## config.mk

```make
export PLATFORM = sky130hd
export DESIGN_NAME = masked_median_depth_check
export DESIGN_NICKNAME = d
export VERILOG_FILES = /design/src/hw/rtl/mmdc_pkg.sv /design/src/hw/rtl/masked_median_depth_check.sv
export VERILOG_INCLUDE_DIRS = /design/src /design/src/hw/rtl
export SDC_FILE = /design/constraint.sdc
export NUM_CORES = 2
export LEC_CHECK = 0
export CAP_MARGIN = 5
export CORE_MARGIN = 1
export CORE_UTILIZATION = 60
export CTS_CLUSTER_DIAMETER = 50
export CTS_CLUSTER_SIZE = 10
export DETAILED_ROUTE_END_ITERATION = 7
export DONT_BUFFER_PORTS = 1
export GPL_TIMING_DRIVEN = 0
export PLACE_DENSITY = 0.76
export SLEW_MARGIN = 10
export SYNTH_ARGS = -nofsm -noshare
export SYNTH_HDL_FRONTEND = slang
export SYNTH_SLANG_ARGS = --single-unit
```

## constraint.sdc

```tcl
create_clock -name clk -period 9.1 [get_ports clk]
set_input_delay 1.365 -clock clk [delete_from_list [all_inputs] [get_ports clk]]
set_output_delay 1.365 -clock clk [all_outputs]
set_load 0.01 [all_outputs]
```

## src/hw/rtl/masked_median_depth_check_assert.svh

```systemverilog
// ----------------------------------------------------------------------------
// masked_median_depth_check assertion macros
// shared concurrent assertion forms, clocked on clk with rst_n as reset
// ----------------------------------------------------------------------------
`ifndef MASKED_MEDIAN_DEPTH_CHECK_ASSERT_SVH
`define MASKED_MEDIAN_DEPTH_CHECK_ASSERT_SVH

// same-cycle implication
`define MMDC_ASSERT_IMPL(label, cond, prop) \
    label: assert property (@(posedge clk) disable iff (!rst_n) (cond) |-> (prop)) \
        else $error("assertion failed");

// next-cycle implication, prop may start with a constant delay
`define MMDC_ASSERT_NEXT(label, cond, prop) \
    label: assert property (@(posedge clk) disable iff (!rst_n) (cond) |=> prop) \
        else $error("assertion failed");

`endif

```

## src/hw/rtl/mmdc_pkg.sv

```systemverilog
// ----------------------------------------------------------------------------
// mmdc_pkg
// constants and register codes of the masked median depth check
// ----------------------------------------------------------------------------
package mmdc_pkg;

    localparam int NEIGHBOURS = 8;
    localparam int DEPTH_W    = 16;
    localparam int CLASS_W    = 8;
    localparam int COORD_W    = 12;
    localparam int SIZE_W     = 13;
    localparam int METRIC_W   = 48;
    localparam int SCALE_W    = 32;
    localparam int COUNT_W    = 4;
    localparam int CFG_IDX_W  = 3;
    localparam int CFG_DATA_W = 48;

    // fewer kept neighbours than this always pass
    localparam logic [COUNT_W-1:0] MIN_KEPT = 4'd3;

    // configuration register indexes
    localparam logic [CFG_IDX_W-1:0] REG_IMAGE_WIDTH  = 3'd0;
    localparam logic [CFG_IDX_W-1:0] REG_IMAGE_HEIGHT = 3'd1;
    localparam logic [CFG_IDX_W-1:0] REG_TARGET_CLASS = 3'd2;
    localparam logic [CFG_IDX_W-1:0] REG_MAX_DIFF     = 3'd3;
    localparam logic [CFG_IDX_W-1:0] REG_DEPTH_SCALE  = 3'd4;

    // register reset values
    localparam logic [SIZE_W-1:0]   RST_IMAGE_WIDTH  = 13'd640;
    localparam logic [SIZE_W-1:0]   RST_IMAGE_HEIGHT = 13'd480;
    localparam logic [CLASS_W-1:0]  RST_TARGET_CLASS = 8'd0;
    localparam logic [METRIC_W-1:0] RST_MAX_DIFF     = 48'd1677722;
    localparam logic [SCALE_W-1:0]  RST_DEPTH_SCALE  = 32'd16777;

    // offset codes per neighbour: 0 is -1, 1 is 0, 2 is +1
    localparam logic [1:0] COL_SEL [NEIGHBOURS] = '{2'd0, 2'd1, 2'd2, 2'd0,
                                                   2'd2, 2'd0, 2'd1, 2'd2};
    localparam logic [1:0] ROW_SEL [NEIGHBOURS] = '{2'd0, 2'd0, 2'd0, 2'd1,
                                                   2'd1, 2'd2, 2'd2, 2'd2};

    typedef logic [DEPTH_W-1:0] depth_t;
    typedef logic [NEIGHBOURS-1:0] nb_mask_t;

endpackage

```

## src/hw/rtl/masked_median_depth_check.sv

```systemverilog
// ----------------------------------------------------------------------------
// masked_median_depth_check
// masked 3x3 median depth outlier test, five-stage pipeline
// ----------------------------------------------------------------------------
// A word is taken at every clock edge where start is high; busy is always low,
// so one window per cycle goes in and one result per cycle comes out. Each
// result appears on consistent and neighbour_count for one cycle with done
// high, after its word has passed every stage, in input order. There
// is no back-pressure: the receiver must take every result as it comes.
// The five stages are: neighbour mask and count, pairwise depth ordering,
// rank count and median pick, median times scale, and the absolute difference
// test. Configuration writes go straight into the registers and should only
// be made while no words are in flight.
// ----------------------------------------------------------------------------
module masked_median_depth_check
(
    input  logic                                   clk,
    input  logic                                   rst_n,
    // command side
    input  logic                                   start,
    output logic                                   busy,
    input  logic [mmdc_pkg::COORD_W-1:0]           pixel_col,
    input  logic [mmdc_pkg::COORD_W-1:0]           pixel_row,
    input  logic [63:0]                            near_depths_first,
    input  logic [63:0]                            near_depths_second,
    input  logic [63:0]                            near_classes,
    input  logic [mmdc_pkg::METRIC_W-1:0]          centre_depth,
    // result side
    output logic                                   done,
    output logic                                   consistent,
    output logic [mmdc_pkg::COUNT_W-1:0]           neighbour_count,
    // configuration
    input  logic                                   cfg_we,
    input  logic [mmdc_pkg::CFG_IDX_W-1:0]         cfg_index,
    input  logic [mmdc_pkg::CFG_DATA_W-1:0]        cfg_wdata
);

`include "masked_median_depth_check_assert.svh"

    localparam int NB = mmdc_pkg::NEIGHBOURS;

    // ------------------------------------------------------------------
    // configuration registers
    // ------------------------------------------------------------------
    logic [mmdc_pkg::SIZE_W-1:0]   width_reg;
    logic [mmdc_pkg::SIZE_W-1:0]   height_reg;
    logic [mmdc_pkg::CLASS_W-1:0]  class_reg;
    logic [mmdc_pkg::METRIC_W-1:0] max_diff_reg;
    logic [mmdc_pkg::SCALE_W-1:0]  scale_reg;

    always_ff @(posedge clk or negedge rst_n)
    begin
        if (!rst_n)
        begin
            width_reg    <= mmdc_pkg::RST_IMAGE_WIDTH;
            height_reg   <= mmdc_pkg::RST_IMAGE_HEIGHT;
            class_reg    <= mmdc_pkg::RST_TARGET_CLASS;
            max_diff_reg <= mmdc_pkg::RST_MAX_DIFF;
            scale_reg    <= mmdc_pkg::RST_DEPTH_SCALE;
        end
        else if (cfg_we)
        begin
            unique case (cfg_index)
                mmdc_pkg::REG_IMAGE_WIDTH:  width_reg    <= cfg_wdata[mmdc_pkg::SIZE_W-1:0];
                mmdc_pkg::REG_IMAGE_HEIGHT: height_reg   <= cfg_wdata[mmdc_pkg::SIZE_W-1:0];
                mmdc_pkg::REG_TARGET_CLASS: class_reg    <= cfg_wdata[mmdc_pkg::CLASS_W-1:0];
                mmdc_pkg::REG_MAX_DIFF:     max_diff_reg <= cfg_wdata;
                mmdc_pkg::REG_DEPTH_SCALE:  scale_reg    <= cfg_wdata[mmdc_pkg::SCALE_W-1:0];
                default:                    ; // indexes past the list are dropped
            endcase
        end
    end

    // never stalls
    assign busy = 1'b0;

    // ------------------------------------------------------------------
    // stage 1: which neighbours are kept, and how many
    // ------------------------------------------------------------------
    logic [2:0]                    col_ok;
    logic [2:0]                    row_ok;
    logic [mmdc_pkg::SIZE_W-1:0]   col_ext;
    logic [mmdc_pkg::SIZE_W-1:0]   row_ext;
    mmdc_pkg::nb_mask_t            mask_next;
    mmdc_pkg::depth_t              depth_in [NB];
    logic [mmdc_pkg::COUNT_W-1:0]  count_next;

    assign col_ext = {1'b0, pixel_col};
    assign row_ext = {1'b0, pixel_row};

    // left/up neighbour needs a nonzero coordinate; +1 cannot overflow 13 bits
    assign col_ok[0] = (pixel_col != '0) && ((col_ext - 13'd1) < width_reg);
    assign col_ok[1] = col_ext < width_reg;
    assign col_ok[2] = (col_ext + 13'd1) < width_reg;
    assign row_ok[0] = (pixel_row != '0) && ((row_ext - 13'd1) < height_reg);
    assign row_ok[1] = row_ext < height_reg;
    assign row_ok[2] = (row_ext + 13'd1) < height_reg;

    always_comb
    begin
        for (int i = 0; i < NB; i++)
        begin
            if (i < NB / 2)
                depth_in[i] = near_depths_first[i*mmdc_pkg::DEPTH_W +: mmdc_pkg::DEPTH_W];
            else
                depth_in[i] = near_depths_second[(i-NB/2)*mmdc_pkg::DEPTH_W +:
                                                 mmdc_pkg::DEPTH_W];
            mask_next[i] = col_ok[mmdc_pkg::COL_SEL[i]] && row_ok[mmdc_pkg::ROW_SEL[i]] &&
                           (near_classes[i*mmdc_pkg::CLASS_W +: mmdc_pkg::CLASS_W]
                            == class_reg);
        end
        count_next = mmdc_pkg::COUNT_W'($countones(mask_next));
    end

    logic                          s1_valid_reg;
    mmdc_pkg::nb_mask_t            s1_mask_reg;
    mmdc_pkg::depth_t              s1_depth_reg [NB];
    logic [mmdc_pkg::COUNT_W-1:0]  s1_count_reg;
    logic [mmdc_pkg::METRIC_W-1:0] s1_centre_reg;

    always_ff @(posedge clk or negedge rst_n)
    begin
        if (!rst_n)
            s1_valid_reg <= 1'b0;
        else
            s1_valid_reg <= start && !busy;
    end

    always_ff @(posedge clk)
    begin
        s1_mask_reg   <= mask_next;
        s1_depth_reg  <= depth_in;
        s1_count_reg  <= count_next;
        s1_centre_reg <= centre_depth;
    end

    // ------------------------------------------------------------------
    // stage 2: ordering matrix, before[i][j] means j sorts ahead of i
    // ties are broken by neighbour index so every rank is unique
    // ------------------------------------------------------------------
    mmdc_pkg::nb_mask_t before_next [NB];

    always_comb
    begin
        for (int i = 0; i < NB; i++)
        begin
            for (int j = 0; j < NB; j++)
            begin
                if (j < i)
                    before_next[i][j] = s1_depth_reg[j] <= s1_depth_reg[i];
                else if (j > i)
                    before_next[i][j] = s1_depth_reg[j] < s1_depth_reg[i];
                else
                    before_next[i][j] = 1'b0;
            end
        end
    end

    logic                          s2_valid_reg;
    mmdc_pkg::nb_mask_t            s2_before_reg [NB];
    mmdc_pkg::nb_mask_t            s2_mask_reg;
    mmdc_pkg::depth_t              s2_depth_reg [NB];
    logic [mmdc_pkg::COUNT_W-1:0]  s2_count_reg;
    logic [mmdc_pkg::METRIC_W-1:0] s2_centre_reg;

    always_ff @(posedge clk or negedge rst_n)
    begin
        if (!rst_n)
            s2_valid_reg <= 1'b0;
        else
            s2_valid_reg <= s1_valid_reg;
    end

    always_ff @(posedge clk)
    begin
        s2_before_reg <= before_next;
        s2_mask_reg   <= s1_mask_reg;
        s2_depth_reg  <= s1_depth_reg;
        s2_count_reg  <= s1_count_reg;
        s2_centre_reg <= s1_centre_reg;
    end

    // ------------------------------------------------------------------
    // stage 3: rank among kept neighbours, pick the one at count/2
    // ------------------------------------------------------------------
    logic [mmdc_pkg::COUNT_W-1:0] rank [NB];
    logic [mmdc_pkg::COUNT_W-1:0] half;
    mmdc_pkg::depth_t             median_next;

    assign half = s2_count_reg >> 1;

    always_comb
    begin
        median_next = '0;
        for (int i = 0; i < NB; i++)
        begin
            rank[i] = mmdc_pkg::COUNT_W'($countones(s2_before_reg[i] & s2_mask_reg));
            if (s2_mask_reg[i] && (rank[i] == half))
                median_next = median_next | s2_depth_reg[i];
        end
    end

    logic                          s3_valid_reg;
    mmdc_pkg::depth_t              s3_median_reg;
    logic                          s3_few_reg;
    logic [mmdc_pkg::COUNT_W-1:0]  s3_count_reg;
    logic [mmdc_pkg::METRIC_W-1:0] s3_centre_reg;

    always_ff @(posedge clk or negedge rst_n)
    begin
        if (!rst_n)
            s3_valid_reg <= 1'b0;
        else
            s3_valid_reg <= s2_valid_reg;
    end

    always_ff @(posedge clk)
    begin
        s3_median_reg <= median_next;
        s3_few_reg    <= s2_count_reg < mmdc_pkg::MIN_KEPT;
        s3_count_reg  <= s2_count_reg;
        s3_centre_reg <= s2_centre_reg;
    end

    // ------------------------------------------------------------------
    // stage 4: median to metric, 16 x 32 exact product
    // ------------------------------------------------------------------
    logic [mmdc_pkg::METRIC_W-1:0] product_next;

    assign product_next = mmdc_pkg::METRIC_W'(s3_median_reg) *
                          mmdc_pkg::METRIC_W'(scale_reg);

    logic                          s4_valid_reg;
    logic [mmdc_pkg::METRIC_W-1:0] s4_product_reg;
    logic                          s4_few_reg;
    logic [mmdc_pkg::COUNT_W-1:0]  s4_count_reg;
    logic [mmdc_pkg::METRIC_W-1:0] s4_centre_reg;

    always_ff @(posedge clk or negedge rst_n)
    begin
        if (!rst_n)
            s4_valid_reg <= 1'b0;
        else
            s4_valid_reg <= s3_valid_reg;
    end

    always_ff @(posedge clk)
    begin
        s4_product_reg <= product_next;
        s4_few_reg     <= s3_few_reg;
        s4_count_reg   <= s3_count_reg;
        s4_centre_reg  <= s3_centre_reg;
    end

    // ------------------------------------------------------------------
    // stage 5: absolute difference against the limit, output register
    // ------------------------------------------------------------------
    logic [mmdc_pkg::METRIC_W-1:0] diff;
    logic                          consistent_next;

    assign diff = (s4_centre_reg >= s4_product_reg) ? (s4_centre_reg - s4_product_reg)
                                                    : (s4_product_reg - s4_centre_reg);
    assign consistent_next = s4_few_reg || (diff <= max_diff_reg);

    logic                          done_reg;
    logic                          consistent_reg;
    logic [mmdc_pkg::COUNT_W-1:0]  count_reg;

    always_ff @(posedge clk or negedge rst_n)
    begin
        if (!rst_n)
            done_reg <= 1'b0;
        else
            done_reg <= s4_valid_reg;
    end

    always_ff @(posedge clk)
    begin
        consistent_reg <= consistent_next;
        count_reg      <= s4_count_reg;
    end

    assign done            = done_reg;
    assign consistent      = consistent_reg;
    assign neighbour_count = count_reg;

    // ------------------------------------------------------------------
    // assertions
    // ------------------------------------------------------------------
    // every accepted word brings a result strobe once it has passed the pipeline registers
    `MMDC_ASSERT_NEXT(a_latency, start && !busy, ##4 done)
    // too few kept neighbours always report consistent
    `MMDC_ASSERT_IMPL(a_few_pass, done && (neighbour_count < mmdc_pkg::MIN_KEPT), consistent)
    // at most eight neighbours can be kept
    `MMDC_ASSERT_IMPL(a_count_range, done, neighbour_count <= 4'd8)
    // a word not flagged as too few had at least MIN_KEPT kept neighbours
    `MMDC_ASSERT_IMPL(a_median_found, s3_valid_reg && !s3_few_reg,
                      $past(s2_count_reg) >= mmdc_pkg::MIN_KEPT)

endmodule

```

# Word-level counts from Yosys, hierarchy flattened
# Cells that the tools add are included.
# Widths: inputs -> output; s select.
# word_totals
input_bits,319
reg_bits,726
wordCells,264
# op_classes
mul,1
muxes,9
n_reduce_logical,35
n_addsub,69
n_bitwise,15
eq_ne,20
n_lt_le_gt_ge,65
# op_table
cell,count
$le 16x16->1,28
$lt 16x16->1,28
$mux 16,8
$or 16x16->16,7
$sub 48x48->48,2
$add 1x1->2,36
$eq 8x8->1,8
$and 8x8->8,7
$add 2x2->3,18
$lt 13x13->1,4
$ge 48x48->1,1
$le 48x48->1,1
$mul 16x32->48,1
$mux 48,1
$add 3x3->4,9
$eq 4x3->1,8
$add 12x1->13 const B,2
$logic_and 1x1->1,26
$lt 12x13->1,2
$sub 12x1->13 const B,2
$reduce_bool 12->1,2
$reduce_and 2->1,5
$and 7x8->8,1
$eq 3x2->1 const B,2
5 further kinds,5

# Depth between registers and ports, before layout
# logic_depth
word_depth,21
ltp_mapped,26
ltp_nobuf,24

# Worst setup path after synthesis
# No wires, ideal clock.
# synth_path
path_kind,register to register
startpoint,register scale_reg[8] (netlist name)
endpoint,register s4_product_reg[47] (netlist name)
t_arrival_ns,6.427
path_slack_ns,2.588
n_path_buf,1
synth_period_minus_slack_ns,6.512
path_stages_with_launch,22
cell_sequence,dfstp_2 -> clkbuf_1 -> nand2_1 -> fa_1 -> inv_1 -> fa_1 -> fa_1 -> fa_1 -> fa_1 -> inv_1 -> fa_1 -> inv_1 -> ha_1 -> a21o_1 -> a21o_1 -> a21o_1 -> a221oi_1 -> a21boi_1 -> o211ai_1 -> a221o_1 -> a21o_1 -> a211oi_1
# synth_via
elab_chain_len,1
# synth_lines
item,line,text
"start, declared",masked_median_depth_check.sv:49,logic [mmdc_pkg::SCALE_W-1:0] scale_reg;
"start signal, assigned",masked_median_depth_check.sv:59,scale_reg <= mmdc_pkg::RST_DEPTH_SCALE;
"start signal, assigned",masked_median_depth_check.sv:68,mmdc_pkg::REG_DEPTH_SCALE: scale_reg <= cfg_wdata[mmdc_pkg::SCALE_W-1:0];
$mul 16x32->48,masked_median_depth_check.sv:230,assign product_next = mmdc_pkg::METRIC_W'(s3_median_reg) *
"named net product_next, one bit",masked_median_depth_check.sv:228,logic [mmdc_pkg::METRIC_W-1:0] product_next;
"end signal, assigned",masked_median_depth_check.sv:249,s4_product_reg <= product_next;
"end, declared",masked_median_depth_check.sv:234,logic [mmdc_pkg::METRIC_W-1:0] s4_product_reg;
# The timed path passes the listed nets, and every way through them passes these cells.
# A chain may end at the register's enable or synchronous reset.

# Final worst setup path
# layout_path
startpoint,register s3_median_reg[1]
endpoint,register s4_product_reg[46] (netlist name)
# layout_via
elab_chain_len,1
# layout_lines
item,line,text
"start, declared",masked_median_depth_check.sv:204,mmdc_pkg::depth_t s3_median_reg;
"start signal, assigned",masked_median_depth_check.sv:219,s3_median_reg <= median_next;
$mul 16x32->48,masked_median_depth_check.sv:230,
"named net product_next, one bit",masked_median_depth_check.sv:228,
# The timed path passes the listed nets, and every way through them passes these cells.

==> results.tsv <==
stage	metric	value	unit
setup_path	delay-heaviest family, CP	adder cells	
placement	Buffers on Ports	0	
floorplan	core area	90300	µm²
clocking	CTS tree	yes	
sta	setup TNS	0	ns
pwr	Gate power share	29.2	%
setup_path	r2r startpoint	s3_median_reg[1]$_DFF_P_	
cells_and_area	layout cell share with drive strength beyond 1	5.19	%
route	metal2 WL	75000	µm
floorplan	die height	304	µm
yosys	ys async rst share	16.4	%
route	Routed WL per cell	23.2	µm
setup_path	worst setup path start	s3_median_reg[1]$_DFF_P_	
cells_and_area	Final Cell Area	59400	µm²
sta	Hold Slack	0.318	ns
yosys	syn_area_per_cell	9.59	µm²
clocking	Root Buffer	clkbuf_16	
sta	fin crit share	88.5	%
cells_and_area	Area Overhead vs Synth	8.38	%
setup_path	Buf+Inv Stages, Crit Path	2	
yosys	Synth top area share	22.2	%
floorplan	die area	92500	µm²
pwr	switching power	3.62	mW
placement	dpl ws	1.30	ns
clocking	Post-CTS Setup Repair Bufs	0	
route	DR DRC count	0	
yosys	Syn Inst Count	5712	
pwr	Pleak	28.3	nW
yosys	area of the mapped netlist	54800	µm²
placement	Placed Cells	6896	
route	Pre-Repair DR Iteration Count	6	
pwr	Final Power	10.4	mW
setup_path	Startpoint Class	register	
placement	dpl cell area	56400	µm²
pwr	Clock power frac	33.9	%
sta	minimum clock period	8.05	ns
global_route	global-route wire length before repair	249000	µm
run	MaxCap Viol Count	0	
yosys	yosys warns	0	
setup_path	Req. time, crit path	9.65	ns
clocking	CTS HTree Levels	3	
setup_path	worst-path fanout max	10	
placement	DP HPWL	131000	µm
route	via count of the routed design	42200	
yosys	Syn Nets	7275	
global_route	total track usage	35.3	%
floorplan	# rows	110	
route	Max Used Layer	met5	
global_route	initial antenna violation count	8	
setup_path	Setup Crit Path Kind	reg -> reg	
global_route	vias in the first global route	43500	
sta	Rel. slew slack	35.5	%
floorplan	Die W	304	µm
setup_path	worst path cell trace	clkbuf_1 > nand2_1 > fa_1 > fa_1 > fa_1 > fa_1 > inv_1 > fa_1 > fa_1 > ha_1 > and3_1 > a31oi_1 > a21boi_1 > o31ai_1 > a21oi_1 > o31ai_1 > o31ai_1 > nor4b_1 > or3_1	
yosys	Area contributors post-synth	dfxtp_1 22%, ha_1 18%, fa_1 17%, inv_1 5.3%, dfrtp_1 4.4%	
sta	fmax	124	MHz
route	met3 wire len	13100	µm
clocking	Worst-path clk slew	0.06	ns
route	M1 wire length	64400	µm
route	via density per instance	5.98	
clocking	maximum clock insertion buffer count	3	
yosys	Commonest cells post-synth	788 x ha_1, 772 x inv_1, 607 x dfxtp_1, 501 x nand2_1, 456 x fa_1	
route	initial drt markers	3305	
placement	GPL Wtd Cong	0.977	
sta	RSZ-0062 raised after global routing	no	
sta	skew final	0.0176	ns
sta	Slew @ Worst Pin	0.955	ns
yosys	Synth Flop Type	dfxtp_1	
cells_and_area	Util after Layout	65.8	%
sta	final worst slack	1.05	ns
yosys	Post-synth EDFFs	0	
yosys	post-synthesis sequential area ratio	27.7	%
floorplan	IO Pins	326	
yosys	post-synthesis cell type count	80	
clocking	clock buffer count from CTS	98	
pwr	Internal Power	6.82	mW
floorplan	Initial Utilization	60.7	%
global_route	total gr overflow	0	
sta	Final Hold Viols	0	
min_path	path type of the worst min-delay path	reg -> reg	
clocking	# resized after CTS	0	
pwr	part of the power in registers	37.0	%
sta	Slew Limit Fails	0	
outcome	run status	finished clean	
global_route	pin count of the biggest net entering global routing	120	
clocking	Post-CTS Hold Buffers	0	
route	Total Wirelength	163000	µm
setup_path	max incr delay on CP	0.72	ns
setup_path	slowest CP cell	clkbuf_1	
setup_path	worst path arrival time	8.60	ns
setup_path	cell mode on critical path	fa_1	
clocking	worst-skew pair later-pin latency	0.69	ns
setup_path	crit path capture type	register	
cells_and_area	Filler Cell Count	7324	
yosys	dominant cell type by area after synthesis	dfxtp_1	
cells_and_area	fin cells	7055	
yosys	most frequent cell after synthesis	ha_1	
pwr	P per Cell Area	176	nW/µm²
pwr	maximum vdd ir drop	0.173	mV
route	Antenna Violating Nets Remaining	0	
min_path	hold_sp	s4_count_reg[3]$_DFF_P_	
sta	final setup fails	0	
yosys	Seq cells post-synth	726	
pwr	sw frac	34.6	%
cells_and_area	Final nets	7383	
clocking	CTS sink count	726	
-- cell usage in the layout, fill, tap and decap left out, drive strengths merged, types with 153 or more instances in the layout --
cell	n
ha	788
inv	784
dfxtp	607
nand2	501
fa	456
clkbuf	283
a21oi	272
and2	246
o21ai	203
a21o	153
nor2	153
-- worst register-to-register path: stages, from the launching register on --
cell	delay, ns
dfxtp_1	0.65
clkbuf_1	0.72
nand2_1	0.18
fa_1	0.54
fa_1	0.46
fa_1	0.52
fa_1	0.59
inv_1	0.07
fa_1	0.50
fa_1	0.43
ha_1	0.36
and3_1	0.24
a31oi_1	0.21
a21boi_1	0.18
o31ai_1	0.64
a21oi_1	0.26
o31ai_1	0.55
o31ai_1	0.23
nor4b_1	0.19
or3_1	0.39
-- area by class of cell --
cell class	instances	area, µm²	share of cell area [%]
multi-input cells	4028	36000	60.7
flip-flops and latches	726	15200	25.5
inverters	772	2900	4.88
clock buffers	121	2600	4.38
well taps	1176	1470	2.48
plain buffers	186	736	1.24
clock inverters	34	393	0.662
repair buffers	8	67.6	0.114
diodes	4	10.0	0.0169
-- power groups by stage --
stage	combinational, mW	sequential (mW)	clock [mW]
after CTS	3.01	3.84	3.58
final	3.05	3.86	3.53
after global routing	3.40	3.87	3.71
after detailed placement	2.97	3.90	0
after global placement	2.90	3.89	0
after floorplan	2.21	3.71	0
-- routing by layer --
layer / GRT usage (%) / vias up
met1: 43.8 / 20400
met5: 0 / -
met4: 21.0 / 10
met2: 57.7 / 1908
met3: 6.27 / 552
li1: - / 19300
-- cell families (layout without fill, tap and decap cells) --
family	count (synthesis)	after routing	synth area share [%]
xor gates and xnor gates	215	215	3.44
DFF	726	726	27.7
buffers and inverters	958	1121	6.63
adders and majority gates	1244	1244	34.7
AOI/OAI and AO/OA	1038	1038	12.3
muxes	114	114	2.30
other	1	5	0.00685
and+or+nand+nor	1416	1416	13.0
-- path summary, 6_finish.rpt --
kind | slack [ns] | cells after the start | end
hold / removal | 0.32 | 0 | neighbour_count[3]$_DFF_P_
hold reg to reg | 0.32 | 0 | neighbour_count[3]$_DFF_P_
min in group asynchronous | 0.38 | 0 | s1_valid_reg$_DFF_PN0_
setup / recovery | 1.05 | 19 | s4_product_reg[46]$_DFF_P_
setup reg to reg | 1.05 | 19 | s4_product_reg[46]$_DFF_P_
max in group asynchronous | 8.42 | 0 | max_diff_reg[45]$_DFFE_PN0P_
No activity file was read; power rests on OpenSTA's default activity.
